===== src/design/wbps_pkg.sv =====
// ----------------------------------------------------------------------------
// wbps_pkg
// Types and constants shared by the wildcard byte pattern scanner.
// ----------------------------------------------------------------------------
`default_nettype none

package wbps_pkg;

  localparam int unsigned BYTE_W      = 8;
  localparam int unsigned LEN_W       = 6;
  localparam int unsigned ADDR_W      = 64;
  localparam int unsigned INDEX_W     = 32;
  localparam int unsigned CFG_INDEX_W = 3;
  localparam int unsigned CFG_DATA_W  = 64;
  localparam int unsigned MASK_W      = 32;
  localparam int unsigned WORD_BYTES  = 8;

  typedef enum logic [CFG_INDEX_W-1:0] {
    CFG_PATTERN_0_7   = 3'd0,
    CFG_PATTERN_8_15  = 3'd1,
    CFG_PATTERN_16_23 = 3'd2,
    CFG_PATTERN_24_31 = 3'd3,
    CFG_WILDCARD_MASK = 3'd4,
    CFG_PATTERN_LEN   = 3'd5,
    CFG_RANGE_BASE    = 3'd6
  } cfg_reg_t;

  typedef struct packed {
    logic [BYTE_W-1:0] data_byte;
    logic              end_of_range;
  } in_word_t;

  typedef struct packed {
    logic              found;
    logic [ADDR_W-1:0] match_address;
  } out_word_t;

  typedef struct packed {
    logic              advance;
    logic              clear;
    logic [BYTE_W-1:0] data_byte;
    logic [LEN_W-1:0]  last_pos;
  } cell_ctrl_t;

endpackage

`default_nettype wire


===== src/design/wbps_stream_if.sv =====
// ----------------------------------------------------------------------------
// wbps_stream_if
// Valid/ready channel carrying one word of the given payload type.
// ----------------------------------------------------------------------------
`default_nettype none

interface wbps_stream_if #(
  parameter type payload_t = logic [7:0]
);
  logic     valid;
  logic     ready;
  payload_t data;

  modport source (output valid, output data, input ready);
  modport sink (input valid, input data, output ready);
endinterface

`default_nettype wire


===== src/design/wbps_cell.sv =====
// ----------------------------------------------------------------------------
// wbps_cell
// One pattern position: compares the incoming byte and keeps the partial
// match bit for the prefix that ends at this position.
// ----------------------------------------------------------------------------
`default_nettype none

module wbps_cell
  import wbps_pkg::*;
#(
  parameter int unsigned POS = 0
) (
  input  wire logic              clk,
  input  wire logic              rst,
  input  wire cell_ctrl_t        ctrl,
  input  wire logic [BYTE_W-1:0] pattern_byte,
  input  wire logic              wild,
  input  wire logic              prev_match,
  output logic                   match,
  output logic                   tail_hit
);

  logic live;
  logic is_tail;
  logic match_next;

  assign live       = LEN_W'(POS) <= ctrl.last_pos;
  assign is_tail    = LEN_W'(POS) == ctrl.last_pos;
  assign match_next = prev_match & live & (wild | (pattern_byte == ctrl.data_byte));
  assign tail_hit   = match_next & is_tail;

  always_ff @(posedge clk) begin
    if (rst) begin
      match <= 1'b0;
    end else if (ctrl.clear) begin
      match <= 1'b0;
    end else if (ctrl.advance) begin
      match <= match_next;
    end
  end

endmodule

`default_nettype wire


===== src/design/wildcard_byte_pattern_scanner.sv =====
// ----------------------------------------------------------------------------
// wildcard_byte_pattern_scanner
// Leftmost wildcard pattern search over a byte stream.
// ----------------------------------------------------------------------------
// The block takes one byte per cycle and returns, for each range, either the
// address of the first full match (range base plus offset of its first byte)
// or a not-found word when the range ends without one; after a match the
// rest of the range is consumed silently. Every pattern position is a cell
// of a chain that compares the byte and passes its partial match bit to the
// next cell, so all candidate starts, overlapping ones included, are tracked
// at once. A result leaves through an output register, and input keeps
// flowing while that register is empty or drained in the same cycle.
// Configuration writes apply from the next byte on.
// ----------------------------------------------------------------------------
`default_nettype none

module wildcard_byte_pattern_scanner
  import wbps_pkg::*;
#(
  parameter int unsigned MAX_PATTERN = 32
) (
  input  wire logic                   clk,
  input  wire logic                   rst,
  input  wire logic                   cfg_write,
  input  wire logic [CFG_INDEX_W-1:0] cfg_index,
  input  wire logic [CFG_DATA_W-1:0]  cfg_data,
  wbps_stream_if.sink                 scan_in,
  wbps_stream_if.source               scan_out
);

  logic [BYTE_W-1:0]      pattern [MAX_PATTERN];
  logic [MAX_PATTERN-1:0] wild;
  logic [LEN_W-1:0]       pattern_len;
  logic [ADDR_W-1:0]      range_base;

  logic [INDEX_W-1:0]     byte_index;
  logic                   match_reported;
  logic                   out_valid;
  out_word_t              out_word;

  logic [LEN_W-1:0]       last_pos;
  logic                   accept;
  logic                   last_byte;
  logic                   hit_any;
  logic                   found_now;
  logic                   miss_now;
  cell_ctrl_t             ctrl;
  logic [MAX_PATTERN-1:0] cell_match;
  logic [MAX_PATTERN-1:0] cell_tail;
  in_word_t               in_word;

  assign in_word = scan_in.data;

  always_comb begin
    priority if (pattern_len == '0) begin
      last_pos = '0;
    end else if (pattern_len > LEN_W'(MAX_PATTERN)) begin
      last_pos = LEN_W'(MAX_PATTERN - 1);
    end else begin
      last_pos = pattern_len - LEN_W'(1);
    end
  end

  always_ff @(posedge clk) begin
    if (rst) begin
      for (int k = 0; k < MAX_PATTERN; k++) begin
        pattern[k] <= '0;
      end
      wild        <= '0;
      pattern_len <= LEN_W'(1);
      range_base  <= '0;
    end else if (cfg_write) begin
      for (int k = 0; k < MAX_PATTERN; k++) begin
        if (cfg_index == CFG_INDEX_W'(k / WORD_BYTES)) begin
          pattern[k] <= cfg_data[(k % WORD_BYTES) * BYTE_W +: BYTE_W];
        end
      end
      unique case (cfg_index)
        CFG_WILDCARD_MASK: wild        <= cfg_data[MAX_PATTERN-1:0];
        CFG_PATTERN_LEN:   pattern_len <= cfg_data[LEN_W-1:0];
        CFG_RANGE_BASE:    range_base  <= cfg_data;
        default: ;
      endcase
    end
  end

  assign scan_in.ready = !out_valid || scan_out.ready;
  assign accept        = scan_in.valid && scan_in.ready;
  assign last_byte     = in_word.end_of_range;

  assign ctrl.advance   = accept && !match_reported;
  assign ctrl.clear     = accept && last_byte;
  assign ctrl.data_byte = in_word.data_byte;
  assign ctrl.last_pos  = last_pos;

  for (genvar k = 0; k < MAX_PATTERN; k++) begin : g_cell
    logic prev;
    if (k == 0) begin : g_head
      assign prev = 1'b1;
    end else begin : g_link
      assign prev = cell_match[k-1];
    end
    wbps_cell #(
      .POS (k)
    ) u_cell (
      .clk          (clk),
      .rst          (rst),
      .ctrl         (ctrl),
      .pattern_byte (pattern[k]),
      .wild         (wild[k]),
      .prev_match   (prev),
      .match        (cell_match[k]),
      .tail_hit     (cell_tail[k])
    );
  end

  assign hit_any   = |cell_tail;
  assign found_now = accept && !match_reported && hit_any;
  assign miss_now  = accept && !match_reported && !hit_any && last_byte;

  always_ff @(posedge clk) begin
    if (rst) begin
      byte_index     <= '0;
      match_reported <= 1'b0;
    end else if (accept) begin
      if (last_byte) begin
        byte_index     <= '0;
        match_reported <= 1'b0;
      end else begin
        if (byte_index != '1) begin
          byte_index <= byte_index + INDEX_W'(1);
        end
        if (found_now) begin
          match_reported <= 1'b1;
        end
      end
    end
  end

  always_ff @(posedge clk) begin
    if (rst) begin
      out_valid <= 1'b0;
    end else if (found_now || miss_now) begin
      out_valid <= 1'b1;
    end else if (scan_out.ready) begin
      out_valid <= 1'b0;
    end
  end

  always_ff @(posedge clk) begin
    if (found_now || miss_now) begin
      out_word.found <= found_now;
      if (found_now) begin
        out_word.match_address <= range_base + ADDR_W'(byte_index) - ADDR_W'(last_pos);
      end else begin
        out_word.match_address <= '0;
      end
    end
  end

  assign scan_out.valid = out_valid;
  assign scan_out.data  = out_word;

endmodule

`default_nettype wire

===== src/flat_wrapper.sv =====
// flat-port wrapper written by rule: the top's interface ports become plain ports
module wildcard_byte_pattern_scanner_flat import wbps_pkg::*;
#(
  parameter int unsigned MAX_PATTERN = 32
)
  (clk, rst, cfg_write, cfg_index, cfg_data, scan_in_valid, scan_in_data, scan_in_ready, scan_out_valid, scan_out_data, scan_out_ready);
  wbps_stream_if scan_in_i ();
  wbps_stream_if scan_out_i ();
  input  wire logic clk;
  input  wire logic rst;
  input  wire logic cfg_write;
  input  wire logic [CFG_INDEX_W-1:0] cfg_index;
  input  wire logic [CFG_DATA_W-1:0] cfg_data;
  input wire logic [$bits(scan_in_i.valid)-1:0] scan_in_valid;
  input wire logic [$bits(scan_in_i.data)-1:0] scan_in_data;
  output wire logic [$bits(scan_in_i.ready)-1:0] scan_in_ready;
  output wire logic [$bits(scan_out_i.valid)-1:0] scan_out_valid;
  output wire logic [$bits(scan_out_i.data)-1:0] scan_out_data;
  input wire logic [$bits(scan_out_i.ready)-1:0] scan_out_ready;
  assign scan_in_i.valid = scan_in_valid;
  assign scan_in_i.data = scan_in_data;
  assign scan_in_ready = scan_in_i.ready;
  assign scan_out_valid = scan_out_i.valid;
  assign scan_out_data = scan_out_i.data;
  assign scan_out_i.ready = scan_out_ready;
  wildcard_byte_pattern_scanner #(.MAX_PATTERN(MAX_PATTERN)) u_core (.clk(clk), .rst(rst), .cfg_write(cfg_write), .cfg_index(cfg_index), .cfg_data(cfg_data), .scan_in(scan_in_i), .scan_out(scan_out_i));
endmodule

===== config.mk =====
export PLATFORM = sky130hd
export DESIGN_NAME = wildcard_byte_pattern_scanner_flat
export DESIGN_NICKNAME = d
export VERILOG_FILES = /design/src/design/wbps_pkg.sv /design/src/design/wbps_stream_if.sv /design/src/design/wbps_cell.sv /design/src/design/wildcard_byte_pattern_scanner.sv /design/src/flat_wrapper.sv
export SDC_FILE = /design/constraint.sdc
export NUM_CORES = 1
export LEC_CHECK = 0
export ABC_CLOCK_PERIOD_IN_PS = 5700
export BUFFER_PORTS_ARGS = -buffer_cell sky130_fd_sc_hd__buf_2
export CORE_MARGIN = 2
export CORE_UTILIZATION = 35
export CTS_BUF_LIST = sky130_fd_sc_hd__clkbuf_16
export DETAILED_ROUTE_END_ITERATION = 12
export PLACE_DENSITY_LB_ADDON = 0.2
export SLEW_MARGIN = 20
export SYNTH_ARGS = -nofsm -noshare
export SYNTH_HDL_FRONTEND = slang
export SYNTH_SLANG_ARGS = --single-unit

===== constraint.sdc =====
create_clock -name clk -period 5.7 [get_ports clk]
set_input_delay 0.285 -clock clk [delete_from_list [all_inputs] [get_ports clk]]
set_output_delay 0.285 -clock clk [all_outputs]
set_load 0.02 [all_outputs]

==> results.toml <==
[clock_tree]
cts_tree = "built"
post_cts_buffers = 0
insertion_delay_ns = 0.57
hold_buffers = 18
numCtsBuffers = 43
clockBufferDepth = 3
clk_pin_slew_ns = 0.06
cts_root_buf = "clkbuf_16"
cts_resized = 0
clkSinkCount = 375
htree_num_levels = 2

[die]
die_h_microns = 231
die-area_sq_mm = 0.0534
coreArea_sq_mm = 0.0511
ios = 90
start_util = 0.353
die_w_microns = 231
num_rows = 83

[route]
remaining_drc_errors = 0
avgViaCountPerCell = 5.03
wl_per_cell_microns = 21.3
first_iter_violations = 807
dr.pass1.iters = 6
ant_nets = 0
wl_microns = 53400
vias = 12600

[critical_path]
crit_path_start_kind = "register"
worstPathRequired_ns = 5.90
worstSetupPathType = "register to register"
arrival_ns = 4.61
cp-end-kind = "register"
crit_fanout = 17

[global_route]
grt.overflow.total = 0
antenna_found_initial = 0
grt_pass1_wl_microns = 80300
grt_max_degree = 65
grt_pass1_vias = 12900
grt_usage = 0.202

[yosys]
synth_area_per_cell_sq_um = 10.6
synthTopCellsByCount = "edfxtp_1 (264), nor2_1 (215), nand2_1 (166)"
synthFlopType = "edfxtp_1"
synth_area_leaders = "edfxtp_1 (44%), dfxtp_1 (12%), xnor2_1 (7.2%), xor2_1 (5.1%), nor2_1 (4.5%)"
synth.largest_area_cell = "edfxtp_1"
seq_area_frac_synth = 0.563
yosysTopAreaCellShare = 0.440
synth.net_count = 1801
synth_cell_type_count = 70
async_flop_share = 0
netlist_instances = 1703
synth.most_common_cell = "edfxtp_1"
netlist_area_sq_mm = 0.0180
synth_warnings = 0
ys_ff_latch = 375
synth_edf_count = 264

[status]
run_status = "finished clean"

[place]
gp_congestion = 0.911
placedCellCount = 2408
numPortBuffers = 89
post-place-ws_ns = 1.33
place_hpwl_microns = 36600

[final_layout]
area_growth_pct = 14.8
fillers = 5071
num_antenna_cells = 0
final_nets = 1891
stdcell_count = 2506
layout-drive-gt1-share = 0.111

[timing]
finalMaxSlewViolations = 0
timing.setup.tns_ns = 0
fmax_mhz = 227
rsz0062_at_grt = "no"
fin_crit_sh = 0.774
period_minus_slack_ns = 4.41
hold_violations = 0
setup_viol = 0
fin_ws_ns = 1.29
relSlewSlack = 0.251
worst_pin_slew_ns = 1.11
finClkSkew_ns = 0.0183

[worst_hold_path]
hp-class = "input port to register"

[power]
p_leak_uw = 0.00739
fin_total_pwr_uw = 6270
p_per_area_mw_per_mm2 = 303
max-vdd-ir-drop_uv = 182

[flow_run]
maxCapViolations = 0
[worst max-delay path, stage by stage, from the launching register on]
cell and delay (ns):
dfxtp_1 0.39, inv_1 0.16, ha_1 0.30, or4b_4 0.54, nor2_1 0.21, or2_2 0.36
inv_1 0.39, and2_1 0.28, o31ai_1 0.33, nor4_1 0.13, and4b_1 0.34, a21oi_1 0.61
[cells in the final DEF, fill, tap and decap left out, drive strengths merged, types with 4 or more instances in the layout]
| cell type | n |
|---|---|
| a21o | 7 |
| a21oi | 92 |
| a22oi | 5 |
| a32oi | 4 |
| and2 | 7 |
| and3 | 11 |
| and4 | 4 |
| buf | 120 |
| clkbuf | 43 |
| clkinv | 26 |
| dfxtp | 111 |
| dlygate4sd3 | 18 |
| edfxtp | 264 |
| fa | 6 |
| ha | 12 |
| inv | 113 |
| mux2i | 10 |
| nand2 | 166 |
| nand2b | 72 |
| nand3 | 23 |
| nand3b | 26 |
| nand4 | 36 |
| nor2 | 215 |
| nor2b | 10 |
| nor3 | 17 |
| nor3b | 8 |
| nor4 | 16 |
| o2111ai | 5 |
| o211ai | 7 |
| o21ai | 26 |
| o31ai | 4 |
| o32ai | 5 |
| o41ai | 25 |
| or2 | 5 |
| or3 | 14 |
| xnor2 | 148 |
| xor2 | 106 |
[power by group]
part | internal [uW] | leakage (uW) | switching (uW)
Clock | 1370 | 0.000638 | 1120
Sequential | 3080 | 0.00346 | 73.1
Combinational | 231 | 0.00330 | 394
[metrics by stage]
step,instance area [sq um],hold WS [ns],utilization
4_1_cts,20600,0.000335,0.404
5_1_grt,20700,0.0147,0.405
3_5_place_dp,19200,0.439,0.376
6_report,20700,0.0284,0.405
2_1_floorplan,18000,0.421,-
3_3_place_gp,19200,0.437,0.376
[registers in the layout (all words and copies together) (netlist names)]
signal	flops
u_core.match_reported	1
u_core.pattern	256
u_core.range_base	8
u_core.pattern_len	6
u_core.byte_index	32
u_core.wild	32
u_core.scan_out.data	8
u_core.g_cell.u_cell.match	31
u_core.scan_out.valid	1
[per-layer routing]
metal | GRT usage | wire length [microns] | vias to the layer above | share of wire
met1 | 0.281 | 24600 | 6135 | 0.46
met2 | 0.320 | 24200 | 359 | 0.45
li1 | - | - | 6017 | -
met4 | 0.0679 | 1530 | 0 | 0.029
met3 | 0.0306 | 3010 | 85 | 0.056
met5 | 0 | 0 | - | 0
[cells by family (layout without fill, tap and decap cells)]
group	after synthesis	in the layout	synth area share
compound gates	205	205	0.0739
simple gates	641	641	0.175
fa+ha+maj	18	18	0.0150
xor+xnor	254	254	0.123
mux	11	11	0.00617
flops	375	375	0.563
buf+inv	199	322	0.0440
[final timing paths]
kind                                                     start  slack (ns)                        endpoint  depth (start not counted)
worst min register to register  u_core.g_cell[20].u_cell.match        0.45  u_core.g_cell[20].u_cell.match                          2
worst max-delay path                     u_core.pattern_len[0]        1.29         u_core.scan_out.data[2]                         11
worst max register to register           u_core.pattern_len[0]        1.29         u_core.scan_out.data[2]                         11
worst min-delay path                              cfg_data[16]        0.03                 u_core.wild[16]                          3
[area by class of cell]
cell class	count	area, sq um	area share
repair buffers	138	926	0.0447
inverters	106	398	0.0192
multi-input cells	1129	7130	0.344
clock buffers	43	1080	0.0520
well taps	680	851	0.0411
clock inverters	35	174	0.00840
flip-flops and latches	375	10100	0.490
Power figures use the tool's default switching activity.
